### src/design/pgpu_pkg.sv
// package for the palette grid pixel upscaler
// shared constants, register indexes, palette and controller command types
// no dependencies
`default_nettype none

package pgpu_pkg;

    localparam int MAX_COLUMNS_DEF = 256;
    localparam int PALETTE_ENTRIES = 4;
    localparam int CFG_IDX_W       = 3;
    localparam int CFG_DATA_W      = 32;

    typedef enum logic [CFG_IDX_W-1:0] {
        REG_PATTERN_COLUMNS   = 3'd0,
        REG_PATTERN_ROWS      = 3'd1,
        REG_CELL_PIXEL_WIDTH  = 3'd2,
        REG_CELL_PIXEL_HEIGHT = 3'd3,
        REG_GRID_THICKNESS    = 3'd4,
        REG_GRID_RGBA         = 3'd5,
        REG_SCHEME_RAW        = 3'd6,
        REG_COLORS_IN_USE     = 3'd7
    } t_cfg_idx;

    localparam logic [8:0]  RST_PATTERN_COLUMNS   = 9'd1;
    localparam logic [10:0] RST_PATTERN_ROWS      = 11'd1;
    localparam logic [4:0]  RST_CELL_PIXEL_WIDTH  = 5'd4;
    localparam logic [4:0]  RST_CELL_PIXEL_HEIGHT = 5'd4;
    localparam logic [3:0]  RST_GRID_THICKNESS    = 4'd1;
    localparam logic [31:0] RST_GRID_RGBA         = 32'haaaa_aaaa;
    localparam logic        RST_SCHEME_RAW        = 1'b0;
    localparam logic [7:0]  RST_COLORS_IN_USE     = 8'd1;

    localparam logic [10:0] MAX_ROWS     = 11'd1024;
    localparam logic [4:0]  MAX_CELL_PIX = 5'd16;
    localparam logic [3:0]  MAX_GRID     = 4'd8;
    localparam logic [7:0]  GRAY_FULL    = 8'd255;
    localparam logic [7:0]  ALPHA_OPAQUE = 8'hff;

    localparam logic [31:0] PALETTE [PALETTE_ENTRIES] = '{
        32'h27ae60ff, 32'h3498dbff, 32'he67e22ff, 32'hc0392bff
    };

    typedef enum logic [0:0] {
        OP_LOAD = 1'b0,
        OP_EMIT = 1'b1
    } t_opcode;

    typedef enum logic [1:0] {
        S_IDLE = 2'b01,
        S_LOOK = 2'b10
    } t_state;

    typedef struct packed {
        logic load_cell;
        logic emit;
        logic out_load;
    } t_cmd;

endpackage

`default_nettype wire

### src/design/pgpu_in_if.sv
// input channel of the palette grid pixel upscaler
// valid/ready handshake with load or emit word; no dependencies
`default_nettype none

interface pgpu_in_if;
    logic       valid;
    logic       ready;
    logic [0:0] opcode;
    logic [7:0] column;
    logic [7:0] cell_color;

    modport source (output valid, output opcode, output column, output cell_color,
                    input ready);
    modport sink   (input valid, input opcode, input column, input cell_color,
                    output ready);
endinterface

`default_nettype wire

### src/design/pgpu_out_if.sv
// output channel of the palette grid pixel upscaler
// valid/ready handshake with one rgba pixel word; no dependencies
`default_nettype none

interface pgpu_out_if;
    logic       valid;
    logic       ready;
    logic [7:0] red;
    logic [7:0] green;
    logic [7:0] blue;
    logic [7:0] alpha;
    logic       row_end;
    logic       frame_end;

    modport source (output valid, output red, output green, output blue, output alpha,
                    output row_end, output frame_end, input ready);
    modport sink   (input valid, input red, input green, input blue, input alpha,
                    input row_end, input frame_end, output ready);
endinterface

`default_nettype wire

### src/design/pgpu_ctrl.sv
// controller of the palette grid pixel upscaler
// handshake state machine, issues commands to pgpu_datapath; uses pgpu_pkg
`default_nettype none

module pgpu_ctrl (
    input  wire               i_clk,
    input  wire               i_rst_n,
    input  wire               i_in_valid,
    input  wire               i_in_opcode,
    output logic              o_in_ready,
    input  wire               i_out_ready,
    output logic              o_out_valid,
    output pgpu_pkg::t_cmd    o_cmd
);

    pgpu_pkg::t_state r_state, n_state;
    logic             r_out_valid, n_out_valid;
    logic             w_accept;
    logic             w_out_load;

    assign o_in_ready = (r_state == pgpu_pkg::S_IDLE);
    assign w_accept   = i_in_valid && o_in_ready;
    assign w_out_load = (r_state == pgpu_pkg::S_LOOK) && (!r_out_valid || i_out_ready);

    assign o_cmd.load_cell = w_accept && (i_in_opcode == pgpu_pkg::OP_LOAD);
    assign o_cmd.emit      = w_accept && (i_in_opcode == pgpu_pkg::OP_EMIT);
    assign o_cmd.out_load  = w_out_load;
    assign o_out_valid     = r_out_valid;

    always_comb begin
        n_state = r_state;
        unique case (r_state)
            pgpu_pkg::S_IDLE: begin
                if (o_cmd.emit) begin
                    n_state = pgpu_pkg::S_LOOK;
                end
            end
            pgpu_pkg::S_LOOK: begin
                if (w_out_load) begin
                    n_state = pgpu_pkg::S_IDLE;
                end
            end
            default: n_state = pgpu_pkg::S_IDLE;
        endcase
    end

    always_comb begin
        priority if (w_out_load) begin
            n_out_valid = 1'b1;
        end else if (i_out_ready) begin
            n_out_valid = 1'b0;
        end else begin
            n_out_valid = r_out_valid;
        end
    end

    always_ff @(posedge i_clk) begin
        if (!i_rst_n) begin
            r_state     <= pgpu_pkg::S_IDLE;
            r_out_valid <= 1'b0;
        end else begin
            r_state     <= n_state;
            r_out_valid <= n_out_valid;
        end
    end

endmodule

`default_nettype wire

### src/design/pgpu_datapath.sv
// datapath of the palette grid pixel upscaler
// config registers, row store memory, raster counters, color lookup, output word
// uses pgpu_pkg; driven by pgpu_ctrl commands
`default_nettype none

module pgpu_datapath #(
    parameter int MAX_COLUMNS = pgpu_pkg::MAX_COLUMNS_DEF
) (
    input  wire                                i_clk,
    input  wire                                i_rst_n,
    input  wire  pgpu_pkg::t_cmd               i_cmd,
    input  wire  [7:0]                         i_column,
    input  wire  [7:0]                         i_cell_color,
    input  wire                                i_cfg_we,
    input  wire  [pgpu_pkg::CFG_IDX_W-1:0]     i_cfg_idx,
    input  wire  [pgpu_pkg::CFG_DATA_W-1:0]    i_cfg_data,
    output logic [7:0]                         o_red,
    output logic [7:0]                         o_green,
    output logic [7:0]                         o_blue,
    output logic [7:0]                         o_alpha,
    output logic                               o_row_end,
    output logic                               o_frame_end
);

    localparam int AW    = (MAX_COLUMNS > 1) ? $clog2(MAX_COLUMNS) : 1;
    localparam int CNTW  = $clog2(MAX_COLUMNS + 1);
    localparam int CLW   = (CNTW > 9) ? CNTW + 1 : 10;
    localparam logic [AW-1:0]  COL_LAST = AW'(MAX_COLUMNS - 1);
    localparam logic [CLW-1:0] COL_MAX  = CLW'(MAX_COLUMNS);

    // config registers
    logic [8:0]  r_pattern_columns;
    logic [10:0] r_pattern_rows;
    logic [4:0]  r_cell_pixel_width;
    logic [4:0]  r_cell_pixel_height;
    logic [3:0]  r_grid_thickness;
    logic [31:0] r_grid_rgba;
    logic        r_scheme_raw;
    logic [7:0]  r_colors_in_use;

    always_ff @(posedge i_clk) begin
        if (!i_rst_n) begin
            r_pattern_columns   <= pgpu_pkg::RST_PATTERN_COLUMNS;
            r_pattern_rows      <= pgpu_pkg::RST_PATTERN_ROWS;
            r_cell_pixel_width  <= pgpu_pkg::RST_CELL_PIXEL_WIDTH;
            r_cell_pixel_height <= pgpu_pkg::RST_CELL_PIXEL_HEIGHT;
            r_grid_thickness    <= pgpu_pkg::RST_GRID_THICKNESS;
            r_grid_rgba         <= pgpu_pkg::RST_GRID_RGBA;
            r_scheme_raw        <= pgpu_pkg::RST_SCHEME_RAW;
            r_colors_in_use     <= pgpu_pkg::RST_COLORS_IN_USE;
        end else if (i_cfg_we) begin
            unique case (pgpu_pkg::t_cfg_idx'(i_cfg_idx))
                pgpu_pkg::REG_PATTERN_COLUMNS:   r_pattern_columns   <= i_cfg_data[8:0];
                pgpu_pkg::REG_PATTERN_ROWS:      r_pattern_rows      <= i_cfg_data[10:0];
                pgpu_pkg::REG_CELL_PIXEL_WIDTH:  r_cell_pixel_width  <= i_cfg_data[4:0];
                pgpu_pkg::REG_CELL_PIXEL_HEIGHT: r_cell_pixel_height <= i_cfg_data[4:0];
                pgpu_pkg::REG_GRID_THICKNESS:    r_grid_thickness    <= i_cfg_data[3:0];
                pgpu_pkg::REG_GRID_RGBA:         r_grid_rgba         <= i_cfg_data[31:0];
                pgpu_pkg::REG_SCHEME_RAW:        r_scheme_raw        <= i_cfg_data[0];
                pgpu_pkg::REG_COLORS_IN_USE:     r_colors_in_use     <= i_cfg_data[7:0];
                default: ;
            endcase
        end
    end

    // clamped sizes
    logic [CLW-1:0] w_cols;
    logic [10:0]    w_rows;
    logic [4:0]     w_pw;
    logic [4:0]     w_ph;
    logic [3:0]     w_gw;
    logic [7:0]     w_cu;

    always_comb begin
        if (r_pattern_columns == 9'd0) begin
            w_cols = CLW'(1);
        end else if (CLW'(r_pattern_columns) > COL_MAX) begin
            w_cols = COL_MAX;
        end else begin
            w_cols = CLW'(r_pattern_columns);
        end
        if (r_pattern_rows == 11'd0) begin
            w_rows = 11'd1;
        end else if (r_pattern_rows > pgpu_pkg::MAX_ROWS) begin
            w_rows = pgpu_pkg::MAX_ROWS;
        end else begin
            w_rows = r_pattern_rows;
        end
        if (r_cell_pixel_width == 5'd0) begin
            w_pw = 5'd1;
        end else if (r_cell_pixel_width > pgpu_pkg::MAX_CELL_PIX) begin
            w_pw = pgpu_pkg::MAX_CELL_PIX;
        end else begin
            w_pw = r_cell_pixel_width;
        end
        if (r_cell_pixel_height == 5'd0) begin
            w_ph = 5'd1;
        end else if (r_cell_pixel_height > pgpu_pkg::MAX_CELL_PIX) begin
            w_ph = pgpu_pkg::MAX_CELL_PIX;
        end else begin
            w_ph = r_cell_pixel_height;
        end
        w_gw = (r_grid_thickness > pgpu_pkg::MAX_GRID) ? pgpu_pkg::MAX_GRID : r_grid_thickness;
        w_cu = (r_colors_in_use == 8'd0) ? 8'd1 : r_colors_in_use;
    end

    // elaboration-time tables: load position wrap and gray ramp step
    logic [AW-1:0] w_mod_tab  [256];
    logic [7:0]    w_step_tab [256];

    for (genvar g = 0; g < 256; g++) begin : g_tab
        localparam logic [AW-1:0] MOD_VAL  = AW'(g % MAX_COLUMNS);
        localparam logic [7:0]    STEP_VAL =
            8'(int'(pgpu_pkg::GRAY_FULL) / ((g == 0) ? 1 : g));
        assign w_mod_tab[g]  = MOD_VAL;
        assign w_step_tab[g] = STEP_VAL;
    end

    // row store
    logic [7:0] r_mem [MAX_COLUMNS];
    logic [7:0] r_rd_data;
    logic [AW-1:0] r_cell_col, n_cell_col;

    always_ff @(posedge i_clk) begin
        if (i_cmd.load_cell) begin
            r_mem[w_mod_tab[i_column]] <= i_cell_color;
        end
        if (i_cmd.emit) begin
            r_rd_data <= r_mem[r_cell_col];
        end
    end

    // raster counters
    logic [4:0] r_phase_x, n_phase_x;
    logic       r_in_grid_col, n_in_grid_col;
    logic [9:0] r_cell_row, n_cell_row;
    logic [4:0] r_phase_y, n_phase_y;
    logic       r_in_grid_row, n_in_grid_row;

    logic          w_px_end, w_gx_end, w_py_end, w_gy_end;
    logic          w_col_end, w_row_end;
    logic          w_last_x, w_last_y;
    logic [AW-1:0] w_col_inc;

    assign w_px_end  = ({1'b0, r_phase_x} + 6'd1) >= {1'b0, w_pw};
    assign w_gx_end  = ({1'b0, r_phase_x} + 6'd1) >= {2'b0, w_gw};
    assign w_py_end  = ({1'b0, r_phase_y} + 6'd1) >= {1'b0, w_ph};
    assign w_gy_end  = ({1'b0, r_phase_y} + 6'd1) >= {2'b0, w_gw};
    assign w_col_end = (CLW'(r_cell_col) + CLW'(1)) >= w_cols;
    assign w_row_end = ({1'b0, r_cell_row} + 11'd1) >= w_rows;
    assign w_last_x  = !r_in_grid_col && w_col_end && w_px_end;
    assign w_last_y  = w_last_x && !r_in_grid_row && w_row_end && w_py_end;
    assign w_col_inc = (r_cell_col == COL_LAST) ? '0 : r_cell_col + AW'(1);

    always_comb begin
        n_cell_col    = r_cell_col;
        n_phase_x     = r_phase_x;
        n_in_grid_col = r_in_grid_col;
        n_cell_row    = r_cell_row;
        n_phase_y     = r_phase_y;
        n_in_grid_row = r_in_grid_row;
        if (r_in_grid_col) begin
            if (w_gx_end) begin
                n_in_grid_col = 1'b0;
                n_phase_x     = 5'd0;
                n_cell_col    = w_col_inc;
            end else begin
                n_phase_x = r_phase_x + 5'd1;
            end
        end else if (w_px_end) begin
            n_phase_x = 5'd0;
            priority if (w_last_x) begin
                n_cell_col = '0;
            end else if (w_gw != 4'd0) begin
                n_in_grid_col = 1'b1;
            end else begin
                n_cell_col = w_col_inc;
            end
        end else begin
            n_phase_x = r_phase_x + 5'd1;
        end
        if (w_last_x) begin
            if (r_in_grid_row) begin
                if (w_gy_end) begin
                    n_in_grid_row = 1'b0;
                    n_phase_y     = 5'd0;
                    n_cell_row    = r_cell_row + 10'd1;
                end else begin
                    n_phase_y = r_phase_y + 5'd1;
                end
            end else if (w_py_end) begin
                n_phase_y = 5'd0;
                priority if (w_row_end) begin
                    n_cell_row = 10'd0;
                end else if (w_gw != 4'd0) begin
                    n_in_grid_row = 1'b1;
                end else begin
                    n_cell_row = r_cell_row + 10'd1;
                end
            end else begin
                n_phase_y = r_phase_y + 5'd1;
            end
        end
    end

    always_ff @(posedge i_clk) begin
        if (!i_rst_n) begin
            r_cell_col    <= '0;
            r_phase_x     <= 5'd0;
            r_in_grid_col <= 1'b0;
            r_cell_row    <= 10'd0;
            r_phase_y     <= 5'd0;
            r_in_grid_row <= 1'b0;
        end else if (i_cmd.emit) begin
            r_cell_col    <= n_cell_col;
            r_phase_x     <= n_phase_x;
            r_in_grid_col <= n_in_grid_col;
            r_cell_row    <= n_cell_row;
            r_phase_y     <= n_phase_y;
            r_in_grid_row <= n_in_grid_row;
        end
    end

    // per-pixel flags taken with the emit word
    logic r_is_grid, r_last_x, r_last_y;

    always_ff @(posedge i_clk) begin
        if (i_cmd.emit) begin
            r_is_grid <= r_in_grid_col || r_in_grid_row;
            r_last_x  <= w_last_x;
            r_last_y  <= w_last_y;
        end
    end

    // color lookup
    logic [7:0]  w_k;
    logic [15:0] w_prod;
    logic [7:0]  w_gray;
    logic [31:0] w_color;

    assign w_k    = r_rd_data - 8'd1;
    assign w_prod = w_k * w_step_tab[w_cu];
    assign w_gray = w_prod[7:0];

    always_comb begin
        priority if (r_is_grid) begin
            w_color = r_grid_rgba;
        end else if (r_rd_data == 8'd0) begin
            w_color = 32'd0;
        end else if (!r_scheme_raw || (w_k < 8'(pgpu_pkg::PALETTE_ENTRIES))) begin
            w_color = pgpu_pkg::PALETTE[w_k[1:0]];
        end else begin
            w_color = {w_gray, w_gray, w_gray, pgpu_pkg::ALPHA_OPAQUE};
        end
    end

    // output word
    always_ff @(posedge i_clk) begin
        if (i_cmd.out_load) begin
            o_red       <= w_color[31:24];
            o_green     <= w_color[23:16];
            o_blue      <= w_color[15:8];
            o_alpha     <= w_color[7:0];
            o_row_end   <= r_last_x;
            o_frame_end <= r_last_y;
        end
    end

endmodule

`default_nettype wire

### src/design/palette_grid_pixel_upscaler_unit.sv
// top level of the palette grid pixel upscaler
// joins pgpu_ctrl and pgpu_datapath; uses pgpu_pkg, pgpu_in_if, pgpu_out_if
//
// usage:
// i_in carries load words (opcode 0: column, cell_color into the row store)
// and emit words (opcode 1: produce the next pixel in raster order).
// o_out carries one rgba pixel word per emit, with row_end and frame_end.
// the config port (i_cfg_we, i_cfg_idx, i_cfg_data) writes one register per
// cycle; write only while no emit is outstanding.
// a load word writes the row store. an emit word does the row store read,
// then the palette or gray ramp lookup into the output register.
// the next word is taken while the previous pixel waits in the output
// register; if that register is still full when a new pixel is ready, the
// unit holds the new pixel and input ready stays low until o_out takes one.
// synchronous reset returns raster position to the first pixel and config
// registers to their defaults; the row store is not cleared.
`default_nettype none

module palette_grid_pixel_upscaler_unit #(
    parameter int MAX_COLUMNS = pgpu_pkg::MAX_COLUMNS_DEF
) (
    input  wire                             i_clk,
    input  wire                             i_rst_n,
    pgpu_in_if.sink                         i_in,
    pgpu_out_if.source                      o_out,
    input  wire                             i_cfg_we,
    input  wire  [pgpu_pkg::CFG_IDX_W-1:0]  i_cfg_idx,
    input  wire  [pgpu_pkg::CFG_DATA_W-1:0] i_cfg_data
);

    pgpu_pkg::t_cmd w_cmd;
    logic           w_in_ready;
    logic           w_out_valid;

    pgpu_ctrl u_ctrl (
        .i_clk       (i_clk),
        .i_rst_n     (i_rst_n),
        .i_in_valid  (i_in.valid),
        .i_in_opcode (i_in.opcode[0]),
        .o_in_ready  (w_in_ready),
        .i_out_ready (o_out.ready),
        .o_out_valid (w_out_valid),
        .o_cmd       (w_cmd)
    );

    pgpu_datapath #(
        .MAX_COLUMNS (MAX_COLUMNS)
    ) u_datapath (
        .i_clk        (i_clk),
        .i_rst_n      (i_rst_n),
        .i_cmd        (w_cmd),
        .i_column     (i_in.column),
        .i_cell_color (i_in.cell_color),
        .i_cfg_we     (i_cfg_we),
        .i_cfg_idx    (i_cfg_idx),
        .i_cfg_data   (i_cfg_data),
        .o_red        (o_out.red),
        .o_green      (o_out.green),
        .o_blue       (o_out.blue),
        .o_alpha      (o_out.alpha),
        .o_row_end    (o_out.row_end),
        .o_frame_end  (o_out.frame_end)
    );

    assign i_in.ready  = w_in_ready;
    assign o_out.valid = w_out_valid;

    a_frame_end_on_row_end: assert property (@(posedge i_clk) disable iff (!i_rst_n)
        o_out.valid |-> (!o_out.frame_end || o_out.row_end))
        else $error("frame_end without row_end");

    a_emit_blocks_next: assert property (@(posedge i_clk) disable iff (!i_rst_n)
        (i_in.valid && i_in.ready && i_in.opcode[0]) |=> !i_in.ready)
        else $error("word taken during pixel lookup");

    a_pixel_after_lookup: assert property (@(posedge i_clk) disable iff (!i_rst_n)
        $rose(o_out.valid) |-> $past(!i_in.ready))
        else $error("pixel word without lookup");

    a_load_no_pixel: assert property (@(posedge i_clk) disable iff (!i_rst_n)
        (i_in.valid && i_in.ready && !i_in.opcode[0] && !o_out.valid) |=> !o_out.valid)
        else $error("pixel word from a load");

endmodule

`default_nettype wire
### src/flat_wrapper.sv
// flat-port wrapper written by rule: the top's interface ports become plain ports
module palette_grid_pixel_upscaler_unit_flat 
#(
    parameter int MAX_COLUMNS = pgpu_pkg::MAX_COLUMNS_DEF
)
  (i_clk, i_rst_n, i_cfg_we, i_cfg_idx, i_cfg_data, i_in_valid, i_in_opcode, i_in_column, i_in_cell_color, i_in_ready, o_out_valid, o_out_red, o_out_green, o_out_blue, o_out_alpha, o_out_row_end, o_out_frame_end, o_out_ready);
  pgpu_in_if i_in_i ();
  pgpu_out_if o_out_i ();
  input  wire i_clk;
  input  wire i_rst_n;
  input  wire i_cfg_we;
  input  wire  [pgpu_pkg::CFG_IDX_W-1:0] i_cfg_idx;
  input  wire  [pgpu_pkg::CFG_DATA_W-1:0] i_cfg_data;
  input wire logic [$bits(i_in_i.valid)-1:0] i_in_valid;
  input wire logic [$bits(i_in_i.opcode)-1:0] i_in_opcode;
  input wire logic [$bits(i_in_i.column)-1:0] i_in_column;
  input wire logic [$bits(i_in_i.cell_color)-1:0] i_in_cell_color;
  output wire logic [$bits(i_in_i.ready)-1:0] i_in_ready;
  output wire logic [$bits(o_out_i.valid)-1:0] o_out_valid;
  output wire logic [$bits(o_out_i.red)-1:0] o_out_red;
  output wire logic [$bits(o_out_i.green)-1:0] o_out_green;
  output wire logic [$bits(o_out_i.blue)-1:0] o_out_blue;
  output wire logic [$bits(o_out_i.alpha)-1:0] o_out_alpha;
  output wire logic [$bits(o_out_i.row_end)-1:0] o_out_row_end;
  output wire logic [$bits(o_out_i.frame_end)-1:0] o_out_frame_end;
  input wire logic [$bits(o_out_i.ready)-1:0] o_out_ready;
  assign i_in_i.valid = i_in_valid;
  assign i_in_i.opcode = i_in_opcode;
  assign i_in_i.column = i_in_column;
  assign i_in_i.cell_color = i_in_cell_color;
  assign i_in_ready = i_in_i.ready;
  assign o_out_valid = o_out_i.valid;
  assign o_out_red = o_out_i.red;
  assign o_out_green = o_out_i.green;
  assign o_out_blue = o_out_i.blue;
  assign o_out_alpha = o_out_i.alpha;
  assign o_out_row_end = o_out_i.row_end;
  assign o_out_frame_end = o_out_i.frame_end;
  assign o_out_i.ready = o_out_ready;
  palette_grid_pixel_upscaler_unit #(.MAX_COLUMNS(MAX_COLUMNS)) u_core (.i_clk(i_clk), .i_rst_n(i_rst_n), .i_in(i_in_i), .o_out(o_out_i), .i_cfg_we(i_cfg_we), .i_cfg_idx(i_cfg_idx), .i_cfg_data(i_cfg_data));
endmodule
### config.mk
export PLATFORM = sky130hd
export DESIGN_NAME = palette_grid_pixel_upscaler_unit_flat
export DESIGN_NICKNAME = d
export VERILOG_FILES = /design/src/design/pgpu_pkg.sv /design/src/design/pgpu_in_if.sv /design/src/design/pgpu_out_if.sv /design/src/design/pgpu_ctrl.sv /design/src/design/pgpu_datapath.sv /design/src/design/palette_grid_pixel_upscaler_unit.sv /design/src/flat_wrapper.sv
export SDC_FILE = /design/constraint.sdc
export NUM_CORES = 2
export LEC_CHECK = 0
export BUFFER_PORTS_ARGS = -buffer_cell sky130_fd_sc_hd__clkbuf_2
export CORE_MARGIN = 5
export CORE_UTILIZATION = 35
export DETAILED_ROUTE_END_ITERATION = 8
export SLEW_MARGIN = 0
export SYNTH_ARGS = -nofsm -noshare
export SYNTH_HDL_FRONTEND = slang
export SYNTH_SLANG_ARGS = --single-unit
### constraint.sdc
create_clock -name i_clk -period 8.2 [get_ports i_clk]
set_input_delay 0.82 -clock i_clk [delete_from_list [all_inputs] [get_ports i_clk]]
set_output_delay 0.82 -clock i_clk [all_outputs]
set_load 0.02 [all_outputs]
==> out/qor.txt <==
Status -> finished, final reports clean
Worst path buffer plus inverter count -> 3
Synth warn -> 0
Wire length per cell -> 26.3 um
Max VDD drop -> 0.213 mV
Finish-stage setup viols -> 0
Final Critical Period -> 7.05 ns
First-pass GRT wire length -> 306000 um
Gr usage total -> 16.0%
Starting density of the core -> 35.2%
Max Cap Viol -> 0
Achievable Freq -> 142 MHz
Post-Synthesis Cells -> 4260
Clk_skew -> 0.0610 ns
Nets -> 4545
Startpoint class of the critical path -> flop
Post-CTS Resized -> 0
Synth async-reset ratio -> 0%
DR pass1 iterations -> 5
Fraction of layout cells with a size suffix above 1 -> 25.3%
Crit-path leading delay family -> adder cells
Yosys top cell area share -> 71.9%
Worst hold path type -> input pin to flop
Vias per std cell -> 5.34
PortBufs -> 92
# IOs -> 93
Post-Route WL -> 209000 um
Final HPWL DP -> 124000 um
Iter 0 DRT Violations -> 4713
Synth Area per Inst -> 20.5 um^2
Design Area, Final -> 99000 um^2
Global route overflow -> 0
Worst Path Arrival -> 7.62 ns
CTS tree -> yes
Prevailing post-synth register cell -> edfxtp_1
Largest net degree at the start of global routing -> 124
Worst slew pin tran -> 1.25 ns
Rel. slew slack -> 16.4%
Largest stage delay on the critical path -> 0.74 ns
Initial antenna violation count -> 11
#FFs+latches synth -> 2201
Core ar. -> 249000 um^2
Clk sinks -> 2201
Worst EP required -> 8.78 ns
Mapped cell area -> 87500 um^2
Slew Limit Fails -> 0
Leading area contributor after synthesis -> edfxtp_1
Clock Tree Root -> clkbuf_16
Crit. End Element -> flop
Skew-Pair Late Insertion Delay -> 0.87 ns
Area Overhead vs Synth -> 13.2%
Placed cell area -> 91900 um^2
Vias in the first global route -> 42800
Maximum buffer depth of the clock tree -> 3
Rows -> 183
CP Cell Sequence -> nor4_1, nand3b_1, o21ai_0, inv_1, ha_1, nand2b_1, o311ai_0, a21oi_1, o31ai_1, nor2_1, fa_1, inv_1, fa_1, fa_1, fa_1, inv_1, ha_1, a21oi_1, xnor2_1, xnor3_1, xnor3_1, xnor2_1, o21ai_0
Post-CTS setup buffer count -> 0
Worst setup path category -> flop to flop
Hold Vio Cnt, Final -> 0
Hold Buf Count CTS -> 0
Die W -> 510 um
Leak -> 29.7 nW
CP max-delay cell -> o31ai_1
Die ar. -> 260000 um^2
Detail Route Antenna Nets -> 0
Clk slew on worst S/H paths -> 0.06 ns
Setup TNS -> 0 ns
Part of the Yosys area used for sequential elements -> 74.3%
Via count -> 42300
Dominant cell by count in the synthesized netlist -> edfxtp_1
Num CTS Buffers -> 221
EDFF count, synth -> 2093
Routability congestion estimate -> 0.801
CP Max Fanout -> 15
Final period util -> 85.9%
Power per cell area -> 232 nW/um^2
Synth unique cells -> 62
Syn Nets -> 4396
RSZ-0062 raised after global routing -> false
Drt drc -> 0
Most frequent CP cell -> fa_1
H-tree levels -> 4
Top cells by count, synth -> edfxtp_1 (2093), mux4_2 (672), nor2_1 (339), nand2_1 (257), clkbuf_1 (150)
Die height -> 510 um
Synth area leaders -> edfxtp_1 (72%), mux4_2 (17%), dfxtp_1 (2.5%)
-- cell families (layout without fill, tap and decap cells) --
group | Yosys count | after routing | share of synthesized area (%)
buffers and inverters | 278 | 611 | 1.29
other | 0 | 2 | 0
xor gates and xnor gates | 38 | 38 | 0.412
muxes | 687 | 687 | 17.5
adders and majority gates | 80 | 80 | 1.24
DFF | 2201 | 2201 | 74.3
and+or+nand+nor | 760 | 760 | 3.68
AOI/OAI and AO/OA | 216 | 216 | 1.57
-- worst reg2reg max path, stage by stage, from the launching register on --
cell      delay [ns]
dfxtp_1         0.44
nor4_1          0.47
nand3b_1        0.19
o21ai_0         0.25
inv_1           0.09
ha_1            0.25
nand2b_1        0.17
o311ai_0        0.14
a21oi_1         0.18
o31ai_1         0.74
nor2_1          0.17
fa_1            0.45
inv_1           0.07
fa_1            0.43
fa_1            0.50
fa_1            0.50
inv_1           0.05
ha_1            0.29
a21oi_1         0.16
xnor2_1         0.16
xnor3_1         0.34
xnor3_1         0.41
xnor2_1         0.21
o21ai_0         0.13
-- metal layers --
layer | wire length [um] | vias up | part of all wire, % | global-route usage, %
met5 | 0 | - | 0 | 0
met4 | 3890 | 0 | 1.9 | 3.61
met3 | 14500 | 253 | 6.9 | 2.89
met2 | 101000 | 1524 | 48 | 25.7
met1 | 89200 | 22700 | 43 | 22.9
li1 | - | 17800 | - | -
-- state kept, by name, indices dropped and copies added, names as in the netlist, 2 cells and up --
signal / flops
u_core.u_datapath.r_cell_col: 8
u_core.u_datapath.r_cell_pixel_height: 5
u_core.u_datapath.r_grid_thickness: 4
u_core.u_datapath.r_phase_y: 5
u_core.u_datapath.r_cell_pixel_width: 5
u_core.u_datapath.r_cell_row: 10
u_core.u_datapath.r_phase_x: 5
u_core.u_ctrl.r_state: 2
u_core.u_datapath.r_mem: 2048
u_core.u_datapath.r_pattern_rows: 11
u_core.u_datapath.r_pattern_columns: 9
u_core.u_datapath.r_colors_in_use: 8
u_core.u_datapath.o_blue: 8
u_core.u_datapath.o_alpha: 8
u_core.u_datapath.r_grid_rgba: 32
u_core.u_datapath.o_red: 8
u_core.u_datapath.r_rd_data: 8
u_core.u_datapath.o_green: 8
-- power by group --
group / switching, mW / total (mW) / internal [mW]
sequential: 0.0151 / 12.3 / 12.3
combinational: 0.489 / 0.756 / 0.267
clock: 4.26 / 9.90 / 5.64
total: 4.76 / 23.0 / 18.2
-- worst paths after layout --
path | to | slack [ns] | start | cells after the start
setup / recovery | u_core.u_datapath.o_red[7]$_DFFE_PP_ | 1.15 | u_core.u_datapath.r_colors_in_use[4]$_SDFFE_PN0P_ | 23
hold / removal | u_core.u_datapath.r_grid_rgba[11]$_SDFFE_PN1P_ | 0.18 | i_cfg_data[11] | 3
setup reg to reg | u_core.u_datapath.o_red[7]$_DFFE_PP_ | 1.15 | u_core.u_datapath.r_colors_in_use[4]$_SDFFE_PN0P_ | 23
hold reg to reg | u_core.u_datapath.o_frame_end$_DFFE_PP_ | 0.43 | u_core.u_datapath.r_last_y$_DFFE_PP_ | 0
-- per-stage QoR --
step                      util [%]  instances  setup WS (ns)  power (mW)  hold WS, ns
after floorplan                  -       4260           2.19        13.0        0.400
after global placement        37.0       7516           1.44        13.3        0.415
after detailed placement      37.0       7516           1.27        13.3        0.419
after CTS                     39.8       7923           1.20        23.2        0.112
after global routing          39.8       7924          0.749        23.7        0.160
final                         39.8       7925           1.15        23.0        0.183
-- area by class of cell --
class	count	area, um^2
fill	22100	150000
sequential	2201	65000
multi-input combinational	1781	21400
clock buffer	277	5800
tap	3330	4170
clock inverter	130	1340
timing repair buffer	155	1140
inverter	49	184
antenna	2	5.00
-- cell usage in the layout (no fill, tap or decap), drive strengths merged, types with 8 or more instances in the layout --
master  Yosys  final
a211oi      9      9
or3        10     10
mux4      672    672
nand2     257    257
nand2b     17     17
a22oi      16     16
o21ai      39     39
nor3       13     13
xor2        9      9
a21oi      76     76
o22ai       8      8
clkbuf    150    361
mux2i      15     15
edfxtp   2093   2093
o211ai      8      8
xnor2      27     27
fa         12     12
nor2b      23     23
buf        79     71
bufinv      0     20
nor4        8      8
a21o       16     16
inv        47     52
clkinv      2    105
nand4       9      9
dfxtp     108    108
nor2      339    339
ha         67     67
nand3      52     52
No activity file was read; power rests on OpenSTA's default activity.
